## config.mk

```make
export PLATFORM = sky130hd
export DESIGN_NAME = sorted_alarm_queue_core
export DESIGN_NICKNAME = d
export VERILOG_FILES = /design/src/sv/saq_pkg.sv /design/src/sv/saq_cell.sv /design/src/sv/sorted_alarm_queue_core.sv
export SDC_FILE = /design/constraint.sdc
export NUM_CORES = 2
export LEC_CHECK = 0
export ABC_AREA = 1
export BUFFER_PORTS_ARGS = -buffer_cell sky130_fd_sc_hd__buf_2
export CAP_MARGIN = 0
export CORE_ASPECT_RATIO = 0.7
export CORE_UTILIZATION = 40
export DETAILED_ROUTE_END_ITERATION = 12
export PLACE_DENSITY = 0.65
export SYNTH_ARGS = -nofsm -noshare
export SYNTH_HDL_FRONTEND = slang
export SYNTH_SLANG_ARGS = --single-unit
```

## constraint.sdc

```tcl
create_clock -name clk -period 5.3 [get_ports clk]
set_input_delay 0.265 -clock clk [delete_from_list [all_inputs] [get_ports clk]]
set_output_delay 0.265 -clock clk [all_outputs]
set_load 0.02 [all_outputs]
```

## src/sv/saq_pkg.sv

```systemverilog
// Shared types and constants of the sorted alarm queue.
package saq_pkg;

	// Most results that one input item may cause
	localparam int MAX_RESULTS = 16;
	localparam int RES_CNT_W   = $clog2(MAX_RESULTS + 1);

	typedef logic [RES_CNT_W-1:0] res_cnt_t;

	typedef enum logic [1:0] {
		ACT_TICK   = 2'd0,
		ACT_START  = 2'd1,
		ACT_CANCEL = 2'd2,
		ACT_CREATE = 2'd3
	} action_t;

	typedef struct packed {
		action_t     action;
		logic [3:0]  timer_id;
		logic [15:0] interval;
	} in_item_t;

	typedef struct packed {
		logic [3:0] fired_id;
		logic       overflow;
		logic       last_of_run;
	} out_item_t;

	// Operation broadcast to every cell of the row
	typedef enum logic [1:0] {
		CELL_HOLD = 2'd0,
		CELL_CMP  = 2'd1,
		CELL_INS  = 2'd2,
		CELL_POP  = 2'd3
	} cell_op_t;

	typedef struct packed {
		cell_op_t   op;
		logic [3:0] slot;
	} cell_ctrl_t;

	typedef enum logic [2:0] {
		ST_IDLE = 3'd0,
		ST_CMP  = 3'd1,
		ST_INS  = 3'd2,
		ST_POP  = 3'd3,
		ST_DONE = 3'd4
	} state_t;

endpackage

```

## src/sv/saq_cell.sv

```systemverilog
// One queue cell: holds a deadline and slot, shifts to or from its neighbors.
module saq_cell import saq_pkg::*; #(
	parameter int TIME_BITS = 32
) (
	input  logic                 clk,
	input  logic                 arst_n,
	input  cell_ctrl_t           ctrl,
	input  logic [TIME_BITS-1:0] key,
	input  logic                 occ,
	input  logic [TIME_BITS-1:0] left_dl,
	input  logic [3:0]           left_slot,
	input  logic [TIME_BITS-1:0] right_dl,
	input  logic [3:0]           right_slot,
	input  logic                 chain_in,
	output logic                 chain_out,
	output logic [TIME_BITS-1:0] dl,
	output logic [3:0]           slot
);

	logic [TIME_BITS-1:0] dl_q;
	logic [3:0]           slot_q;
	logic                 flag_q;
	logic [TIME_BITS-1:0] diff;
	logic                 is_earlier;

	// Stored deadline is strictly earlier than the key (wrapping compare)
	always_comb begin
		diff       = dl_q - key;
		is_earlier = diff[TIME_BITS-1];
	end

	// This cell and every cell to its left hold an earlier deadline
	assign chain_out = chain_in & flag_q;

	always_ff @(posedge clk or negedge arst_n) begin
		if (!arst_n) begin
			flag_q <= 1'b0;
		end else if (ctrl.op == CELL_CMP) begin
			flag_q <= occ & is_earlier;
		end
	end

	// Insert: first later cell takes the key, cells past it the left entry; pop: all take the right
	always_ff @(posedge clk) begin
		case (ctrl.op)
			CELL_INS: begin
				if (!chain_in) begin
					dl_q   <= left_dl;
					slot_q <= left_slot;
				end else if (!flag_q) begin
					dl_q   <= key;
					slot_q <= ctrl.slot;
				end
			end
			CELL_POP: begin
				dl_q   <= right_dl;
				slot_q <= right_slot;
			end
			default: ;
		endcase
	end

	assign dl   = dl_q;
	assign slot = slot_q;

endmodule

```

## src/sv/sorted_alarm_queue_core.sv

```systemverilog
// Top level of the sorted alarm queue: control, time counter, cell row, output stage.
// Sequence: a tick goes to the pop state, a start with room through compare, insert and pop,
//   a start on a full queue straight to done as an overflow; a result waits in the holding
//   register until the next one is found or the item closes.
// A new item is taken only in idle; a cancel or create stays in idle. Due entries pop one
//   per cycle (single front-cell pop) unless an active one waits on an output stall.
// Reset: queue empty, time zero, all timer slots active; no clearing pass.
module sorted_alarm_queue_core import saq_pkg::*; #(
	parameter int QUEUE_DEPTH = 16,
	parameter int TIMER_SLOTS = 16,
	parameter int TIME_BITS   = 32
) (
	input  logic      clk,
	input  logic      arst_n,
	input  logic      in_valid,
	output logic      in_ready,
	input  in_item_t  in_data,
	output logic      out_valid,
	input  logic      out_ready,
	output out_item_t out_data
);

	localparam int CNT_W  = $clog2(QUEUE_DEPTH + 1);
	localparam int SLOT_W = $clog2(TIMER_SLOTS);

	state_t               state_q, state_nxt;
	logic [CNT_W-1:0]     count_q;
	logic [TIME_BITS-1:0] now_q;
	logic [TIME_BITS-1:0] key_q;
	logic [3:0]           id_q;
	logic                 active_q [TIMER_SLOTS];
	res_cnt_t             emit_cnt_q;
	logic                 pend_v_q;
	out_item_t            pend_q;
	logic                 out_valid_q;
	out_item_t            out_q;

	logic [TIME_BITS-1:0] cell_dl   [QUEUE_DEPTH];
	logic [3:0]           cell_slot [QUEUE_DEPTH];
	logic                 chain     [QUEUE_DEPTH+1];
	cell_ctrl_t           ctrl;

	logic                 accept, in_range, out_free;
	logic [TIME_BITS-1:0] front_diff;
	logic                 front_due, front_act, can_pop;
	logic                 do_pop, emit, move_pend, move_last;

	// Input decode
	assign accept   = in_valid & in_ready;
	assign in_range = 32'(in_data.timer_id) < TIMER_SLOTS;
	assign out_free = !out_valid_q || out_ready;

	// Front entry due check and slot activity
	always_comb begin
		front_diff = cell_dl[0] - now_q;
		front_due  = (count_q != '0) && ((front_diff == '0) || front_diff[TIME_BITS-1]);
		front_act  = active_q[SLOT_W'(cell_slot[0])];
		can_pop    = front_due && (emit_cnt_q < res_cnt_t'(MAX_RESULTS));
	end

	// Next state
	always_comb begin
		state_nxt = state_q;
		case (state_q)
			ST_IDLE: begin
				if (accept) begin
					case (in_data.action)
						ACT_TICK:  state_nxt = ST_POP;
						ACT_START: begin
							if (in_range) begin
								state_nxt = (count_q == CNT_W'(QUEUE_DEPTH)) ? ST_DONE : ST_CMP;
							end
						end
						default: ;
					endcase
				end
			end
			ST_CMP:  state_nxt = ST_INS;
			ST_INS:  state_nxt = ST_POP;
			ST_POP:  if (!can_pop) state_nxt = ST_DONE;
			ST_DONE: if (!pend_v_q || out_free) state_nxt = ST_IDLE;
			default: state_nxt = ST_IDLE;
		endcase
	end

	// Control outputs
	always_comb begin
		in_ready  = 1'b0;
		ctrl.op   = CELL_HOLD;
		ctrl.slot = id_q;
		do_pop    = 1'b0;
		emit      = 1'b0;
		move_pend = 1'b0;
		move_last = 1'b0;
		case (state_q)
			ST_IDLE: in_ready = 1'b1;
			ST_CMP:  ctrl.op = CELL_CMP;
			ST_INS:  ctrl.op = CELL_INS;
			ST_POP: begin
				if (can_pop) begin
					if (!front_act) begin
						do_pop = 1'b1;
					end else if (!pend_v_q || out_free) begin
						// held result leaves as non-final, the new one takes its place
						do_pop    = 1'b1;
						emit      = 1'b1;
						move_pend = pend_v_q;
					end
				end
				if (do_pop) ctrl.op = CELL_POP;
			end
			ST_DONE: begin
				if (pend_v_q && out_free) begin
					move_pend = 1'b1;
					move_last = 1'b1;
				end
			end
			default: ;
		endcase
	end

	// Row of cells
	assign chain[0] = 1'b1;

	for (genvar i = 0; i < QUEUE_DEPTH; i++) begin : g_cell
		logic [TIME_BITS-1:0] l_dl, r_dl;
		logic [3:0]           l_slot, r_slot;
		if (i == 0) begin : g_first
			assign l_dl   = key_q;
			assign l_slot = id_q;
		end else begin : g_mid
			assign l_dl   = cell_dl[i-1];
			assign l_slot = cell_slot[i-1];
		end
		if (i == QUEUE_DEPTH - 1) begin : g_last
			assign r_dl   = cell_dl[i];
			assign r_slot = cell_slot[i];
		end else begin : g_inner
			assign r_dl   = cell_dl[i+1];
			assign r_slot = cell_slot[i+1];
		end
		saq_cell #(
			.TIME_BITS(TIME_BITS)
		) u_cell (
			.clk        (clk),
			.arst_n     (arst_n),
			.ctrl       (ctrl),
			.key        (key_q),
			.occ        (CNT_W'(i) < count_q),
			.left_dl    (l_dl),
			.left_slot  (l_slot),
			.right_dl   (r_dl),
			.right_slot (r_slot),
			.chain_in   (chain[i]),
			.chain_out  (chain[i+1]),
			.dl         (cell_dl[i]),
			.slot       (cell_slot[i])
		);
	end

	// Control state
	always_ff @(posedge clk or negedge arst_n) begin
		if (!arst_n) begin
			state_q     <= ST_IDLE;
			count_q     <= '0;
			now_q       <= '0;
			emit_cnt_q  <= '0;
			pend_v_q    <= 1'b0;
			out_valid_q <= 1'b0;
			for (int s = 0; s < TIMER_SLOTS; s++) active_q[s] <= 1'b1;
		end else begin
			state_q <= state_nxt;
			if (accept) begin
				emit_cnt_q <= '0;
				if (in_data.action == ACT_TICK) begin
					now_q <= now_q + {{(TIME_BITS-1){1'b0}}, 1'b1};
				end else if (in_range) begin
					case (in_data.action)
						ACT_CANCEL: active_q[SLOT_W'(in_data.timer_id)] <= 1'b0;
						ACT_CREATE: active_q[SLOT_W'(in_data.timer_id)] <= 1'b1;
						ACT_START:  if (count_q == CNT_W'(QUEUE_DEPTH)) pend_v_q <= 1'b1;
						default: ;
					endcase
				end
			end
			if (state_q == ST_INS) count_q <= count_q + CNT_W'(1);
			else if (do_pop) count_q <= count_q - CNT_W'(1);
			if (emit) begin
				emit_cnt_q <= emit_cnt_q + res_cnt_t'(1);
				pend_v_q   <= 1'b1;
			end else if (move_pend) begin
				pend_v_q <= 1'b0;
			end
			if (move_pend) out_valid_q <= 1'b1;
			else if (out_ready) out_valid_q <= 1'b0;
		end
	end

	// Payload registers
	always_ff @(posedge clk) begin
		if (accept) begin
			key_q <= now_q + {{(TIME_BITS-16){1'b0}}, in_data.interval};
			id_q  <= in_data.timer_id;
			pend_q.fired_id    <= in_data.timer_id;
			pend_q.overflow    <= 1'b1;
			pend_q.last_of_run <= 1'b0;
		end else if (emit) begin
			pend_q.fired_id    <= cell_slot[0];
			pend_q.overflow    <= 1'b0;
			pend_q.last_of_run <= 1'b0;
		end
		if (move_pend) begin
			out_q.fired_id    <= pend_q.fired_id;
			out_q.overflow    <= pend_q.overflow;
			out_q.last_of_run <= move_last;
		end
	end

	assign out_valid = out_valid_q;
	assign out_data  = out_q;

	// Insertion point always falls inside the row
	a_ins_in_row: assert property (@(posedge clk) disable iff (!arst_n)
		state_q == ST_INS |-> !chain[QUEUE_DEPTH])
		else $error("insert point beyond last cell");

	a_count_range: assert property (@(posedge clk) disable iff (!arst_n)
		count_q <= CNT_W'(QUEUE_DEPTH))
		else $error("queue count above depth");

	a_emit_limit: assert property (@(posedge clk) disable iff (!arst_n)
		emit_cnt_q <= res_cnt_t'(MAX_RESULTS))
		else $error("too many results for one item");

	a_idle_no_pend: assert property (@(posedge clk) disable iff (!arst_n)
		in_ready |-> !pend_v_q)
		else $error("held result while idle");

	a_final_marked: assert property (@(posedge clk) disable iff (!arst_n)
		move_last |=> out_valid_q && out_q.last_of_run)
		else $error("final result not marked");

endmodule

```

After elaboration in Yosys (flattened, before gate mapping) --
Cells that the tools add are included.
Word-level totals: logic and storage cells 363, output and inout bits 8, register bits 702, input bits 26
Cells by class: bitwise logic cells 37, add/sub/neg operators 22, reductions and logical operators 41, order comparisons 20, muxes and demuxes 134, equal/unequal tests 32
Operator list (count):
- $mux 32 | 31
- $pmux 32 s2 | 15
- $sub 32x32->32 | 17
- $mux 4 | 31
- $pmux 4 s2 | 15
- $ne 3x3->1 const B | 16
- $lt 4x5->1 const A | 8
- $reduce_and 2->1 | 17
- $add 32x1->32 const B | 1
- $add 32x16->32 | 1
- $logic_not 32->1 | 1
- $pmux 16 s2 | 1
- $and 1x1->1 | 31
- $mux 1 | 24
- $lt 3x5->1 const A | 4
- $mux 5 | 4
- $and 16x16->16 | 1
- $not 16->16 | 1
- $or 16x16->16 | 1
- $pmux 3 s5 | 1
- $mux 3 | 4
- $mux 6 | 2
- $add 5x1->5 const B | 2
- $ge 5x5->1 const B | 2
- 30 further kinds | 55

Logic depth before layout (Yosys ltp) --
depth after elaboration 16, depth in mapped cells 25

Hierarchy --
A second synthesis with hierarchy kept.
Unflattened totals: cell total of the unflattened synthesis 7062, area, all modules 52769.4 um2
By module, submodules not included:
- saq_cell | sequential area each 1106.1 um2, area an instance 2753.9 um2, times used 16, cells an instance 365
- sorted_alarm_queue_core | sequential area each 2997.9 um2, area an instance 8707.1 um2, times used 1, cells an instance 1222

Least setup slack after synthesis --
OpenSTA, ideal clock, no wires.
path type reg-to-reg, start point reg now_q[0], end point reg g_cell[10].u_cell.dl_q[0] (enable), required time 4.871 ns, setup slack 0.721 ns, arrival time 4.150 ns, buffers on the path 1, setup time 0.429 ns, cell stages (with the launch flop) 21, cell sequence dfrtp_1 ha_1 fa_1 inv_1 nand3_1 nand3_1 nand3_1 nand3_1 nand2_1 nand3_1 nand2_1 nor2_1 nand2_1 nor2_1 nand3_1 nand2_4 nand3_4 nand2_1 inv_2 buf_2 nor2_1
Between the ends: cells in the longest elaborated chain, start to end 12, elaborated cells on any way between the ends 14, those cells by class 1 x add/sub; 3 x eq/ne; 4 x mux; 6 x reduce/logical
Ends and longest elaborated chain:
- start, declared | line sorted_alarm_queue_core.sv:28 | logic [TIME_BITS-1:0] now_q;
- start signal, assigned | line sorted_alarm_queue_core.sv:176 | now_q <= now_q + {{(TIME_BITS-1){1'b0}}, 1'b1};
- $sub 32x32->32 * | line sorted_alarm_queue_core.sv:55 | front_diff = cell_dl[0] - now_q;
- $logic_not 32->1 | line sorted_alarm_queue_core.sv:56 | front_due = (count_q != '0) && ((front_diff == '0) || front_diff[TIME_BITS-1]);
- $logic_or 1x1->1 * | line sorted_alarm_queue_core.sv:56
- $logic_and 1x1->1 * | line sorted_alarm_queue_core.sv:56
- $logic_and 1x1->1 * | line sorted_alarm_queue_core.sv:58 | can_pop = front_due && (emit_cnt_q < res_cnt_t'(MAX_RESULTS));
- $mux 1 * | line sorted_alarm_queue_core.sv:100 | if (can_pop) begin
- $mux 1 * | line sorted_alarm_queue_core.sv:95 | case (state_q)
- $mux 2 * | line sorted_alarm_queue_core.sv:110 | if (do_pop) ctrl.op = CELL_POP;
- $pmux 2 s3 * | line sorted_alarm_queue_core.sv:95
- $eq 2x2->1, on equally long branches
- $ne 3x3->1 (no line) / $reduce_bool 2->1 (equally long branches)
- $reduce_and 2->1 (no line) *
- end signal, assigned | line saq_cell.sv:48 | dl_q <= left_dl;
- end signal, assigned | line saq_cell.sv:51 | dl_q <= key;
- end signal, assigned | line saq_cell.sv:56 | dl_q <= right_dl;
- end, declared | line saq_cell.sv:20 | logic [TIME_BITS-1:0] dl_q;
Every way passes the cells marked *; elsewhere a longest branch is shown, timed or not. The select of a mux whose other input is x is not followed. A chain may end at the register's enable or synchronous reset.

Worst setup path after layout --
start point reg now_q[0], end point reg g_cell[11].u_cell.dl_q[3], data pin
Between the ends: cells in the longest elaborated chain, start to end 11, elaborated cells on any way between the ends 12, those cells by class 1 x add/sub; 2 x eq/ne; 5 x mux; 4 x reduce/logical
Ends and longest elaborated chain:
- $sub 32x32->32 * | line sorted_alarm_queue_core.sv:55
- $logic_not 32->1 | line sorted_alarm_queue_core.sv:56
- $logic_or 1x1->1 * | line sorted_alarm_queue_core.sv:56
- $logic_and 1x1->1 * | line sorted_alarm_queue_core.sv:56
- $logic_and 1x1->1 * | line sorted_alarm_queue_core.sv:58
- $mux 1 * | line sorted_alarm_queue_core.sv:100
- $mux 1 * | line sorted_alarm_queue_core.sv:95
- $mux 2 * | line sorted_alarm_queue_core.sv:110
- $pmux 2 s3 * | line sorted_alarm_queue_core.sv:95
- $eq 2x2->1, on equally long branches
- $pmux 32 s2 * | line saq_cell.sv:45 | case (ctrl.op)
- end signal, assigned | line saq_cell.sv:48
- end signal, assigned | line saq_cell.sv:51
- end signal, assigned | line saq_cell.sv:56
- end, declared | line saq_cell.sv:20
Marked as above.

==> run_results.csv <==
group,metric,value,unit
status,outcome,"completed",
placed_design,place_area,51800,um^2
finish,drive_gt1_share,5.02,%
clocking,cts.sinks,702,
placed_design,gp_congestion,0.936,
placed_design,port_buffers,33,
global_route,grt_max_degree,254,
sta,fin_setup_tns,0,ns
sta,clock_skew,0.0409,ns
pwr,finalPower,35400,uW
sta,relSlewSlack,15.0,%
detailed_routing,wl_met2,53900,um
clocking,root_buffer,"clkbuf_16",
detailed_routing,ant_nets,0,
detailed_routing,wl_met3,24000,um
detailed_routing,first_iter_violations,6469,
pwr,vdd_drop_max,0.000465,V
detailed_routing,via_count,43400,
detailed_routing,drcViolationCount,0,
global_route,antenna_found_initial,0,
synth,synth_area,50200,um^2
clocking,h-tree-depth,3,
finish,antenna_cells,0,
sta,setup_viol,0,
critical_path,start_kind,"flip-flop",
clocking,cts_tree,"yes",
sta,fmax,215,MHz
clocking,postCtsResizedCells,0,
detailed_routing,top_layer_used,"met4",
sta,timing.final.crit_share,87.7,%
finish,final_cell_mix,"1650 x nand2_1, 857 x inv_1, 622 x edfxtp_1",
synth,seq_area_frac_synth,41.2,%
synth,synth-seq-cells,702,
global_route,grt_pass1_wl,240000,um
critical_path,end_kind,"flip-flop",
finish,mostFrequentLayoutCell,"nand2_1",
sta,hold_viol_final,0,
floorplanning,ios,34,
detailed_routing,wire_per_inst,20.0,um
global_route,grtUsageTotal,24.5,%
placed_design,dp_hpwl,121000,um
clocking,cts_buffer_depth,3,
floorplanning,dieArea,127000,um^2
detailed_routing,drt-vias-per-instance,5.49,
sta,worst_pin_slew,1.27,ns
sta,rsz0062_at_grt,"false",
synth,ys_dominant_reg_cell,"edfxtp_1",
floorplanning,core,124000,um^2
floorplanning,die_w,425,um
critical_path,cp.required,5.80,ns
synth,syn_avg_cell_area,8.00,um^2
clocking,clk-insertion-delay-late,0.69,ns
clocking,numCtsBuffers,76,
finish,syn_to_final_growth,8.03,%
critical_path,arrival,5.15,ns
clocking,clk_pin_slew,0.07,ns
sta,fin_crit,4.65,ns
floorplanning,initial_core_util,40.4,%
critical_path,path_max_fanout,253,
synth,ys_types,50,
synth,yosys_warnings,0,
global_route,grt-ovfl-total,0,
flow_run,drv_cap,0,
synth,ys_async_sr_fraction,11.3,%
detailed_routing,wl_met1,77700,um
detailed_routing,wl,158000,um
pwr,p_leak,0.0257,uW
finish,utilization,43.7,%
hold_path,holdCritPathClass,"input pin to flip-flop",
synth,synth_cells,6272,
sta,slew_violations,0,
global_route,grt_pass1_vias,39100,
detailed_routing,dr.pass1.iters,6,
floorplanning,fp-row-count,108,
synth,syn-num-nets,6832,
pwr,p_per_area,654,nW/um^2
finish,finalNetCount,6756,
critical_path,path_class,"flip-flop to flip-flop",
synth,synth_edf_count,622,
floorplanning,die_h,298,um
finish,fillers,12200,
finish,final_area,54200,um^2
==> cell usage after synthesis (7+ instances only) <==
master / count / share of area, %
nand2_1: 1656 / 12
inv_1: 857 / 6.4
edfxtp_1: 622 / 37
o21ai_0: 578 / 5.8
o21ai_1: 568 / 5.7
ha_1: 532 / 13
a21oi_1: 347 / 3.5
nor2_1: 225 / 1.7
clkbuf_1: 149 / 1.1
nand3_1: 126 / 1.3
xor2_1: 76 / 1.3
nand4_1: 66 / 0.82
dfrtp_1: 63 / 3.1
buf_6: 61 / 1.4
buf_1: 52 / 0.39
nor3_1: 42 / 0.42
o211ai_1: 25 / 0.37
nor4_1: 21 / 0.26
xnor2_1: 21 / 0.37
a211oi_1: 20 / 0.30
inv_2: 18 / 0.13
dfstp_2: 16 / 0.84
buf_2: 15 / 0.15
o31ai_1: 13 / 0.19
o221ai_1: 12 / 0.21
a31oi_1: 9 / 0.11
nor2_2: 8 / 0.10
o2111ai_1: 8 / 0.14
o22ai_1: 7 / 0.087
==> flip-flops by register name (all words and copies together), names as in the netlist, named ones only <==
register	cells
pend_v_q	1
g_cell.u_cell.flag_q	16
out_valid	1
state_q	3
pend_q	5
count_q	5
emit_cnt_q	5
now_q	32
g_cell.l_dl	32
g_cell.u_cell.slot	64
out_data	6
g_cell.l_slot	4
g_cell.u_cell.dl	512
==> area by class of cell <==
type	instances	area [um^2]	share of cell area (%)
clock buffers	110	2180	4.01
well taps	1650	2060	3.81
repair buffers	128	996	1.84
clock inverters	28	183	0.337
multi-input cells	4411	24800	45.8
inverters	877	3290	6.07
flip-flops and latches	702	20700	38.2
==> report_power, final <==
group | switching, uW | internal (uW)
logic | 11500 | 5580
registers | 2550 | 10600
clock network | 2360 | 2900
==> path summary, 6_finish.rpt <==
path / from / to / slack [ns] / cells past startpoint
setup / recovery: now_q[0] / g_cell[11].u_cell.dl[3] / 0.65 / 21
hold / removal: out_ready / out_valid / 0.06 / 4
setup reg to reg: now_q[0] / g_cell[11].u_cell.dl[3] / 0.65 / 21
hold reg to reg: pend_q[3] / out_data[3] / 0.45 / 0
max in group asynchronous: arst_n / g_cell[0].u_cell.flag_q / 4.07 / 3
min in group asynchronous: arst_n / asynchronous set/reset pin / 0.16 / 2
==> metrics by stage <==
stage	hold slack (ns)	worst slack (ns)	instances
after global routing	0.0573	0.275	7906
after global placement	0.320	0.774	7762
final	0.0613	0.652	7906
after CTS	0.00403	0.789	7906
after detailed placement	0.319	0.806	7762
after floorplan	-0.0306	0.721	6272
==> worst max-delay path, stage by stage, from the launching register on <==
cell	delay, ns
dfrtp_1	0.45
ha_1	0.25
fa_1	0.41
inv_1	0.11
nand3_1	0.07
nand3_1	0.15
nand2_1	0.09
nand3_1	0.15
nand2_1	0.12
nand3_1	0.09
nand2_1	0.05
nand2_1	0.06
nor2_1	0.04
nand2_1	0.05
nor2_1	0.04
nand3_1	0.17
nand2_4	0.13
nand3_4	0.11
buf_12	0.43
buf_12	0.69
nand2_1	0.25
o21ai_1	0.15
==> layer usage <==
layer  up-vias  global-route usage (%)
met2      2262                    28.8
met3       151                    8.85
met5         -                       0
met4         0                    4.56
li1      21000                       -
met1     20000                    40.8
==> cells by family after synthesis <==
group	Yosys count	synth area share, %
AO/OA/AOI/OAI	1606	16.6
XOR/XNOR	97	1.69
adder cells (fa/ha/maj)	534	13.3
buffers and inverters	1159	9.66
flip-flops	702	41.2
AND/OR/NAND/NOR	2174	17.5
==> what timing repair did <==
action | CTS | global route
buffers inserted | 0 | 0
hold endpoints to repair | 20 | 0
hold buffers | 6 | 0
Power figures use the tool's default switching activity.
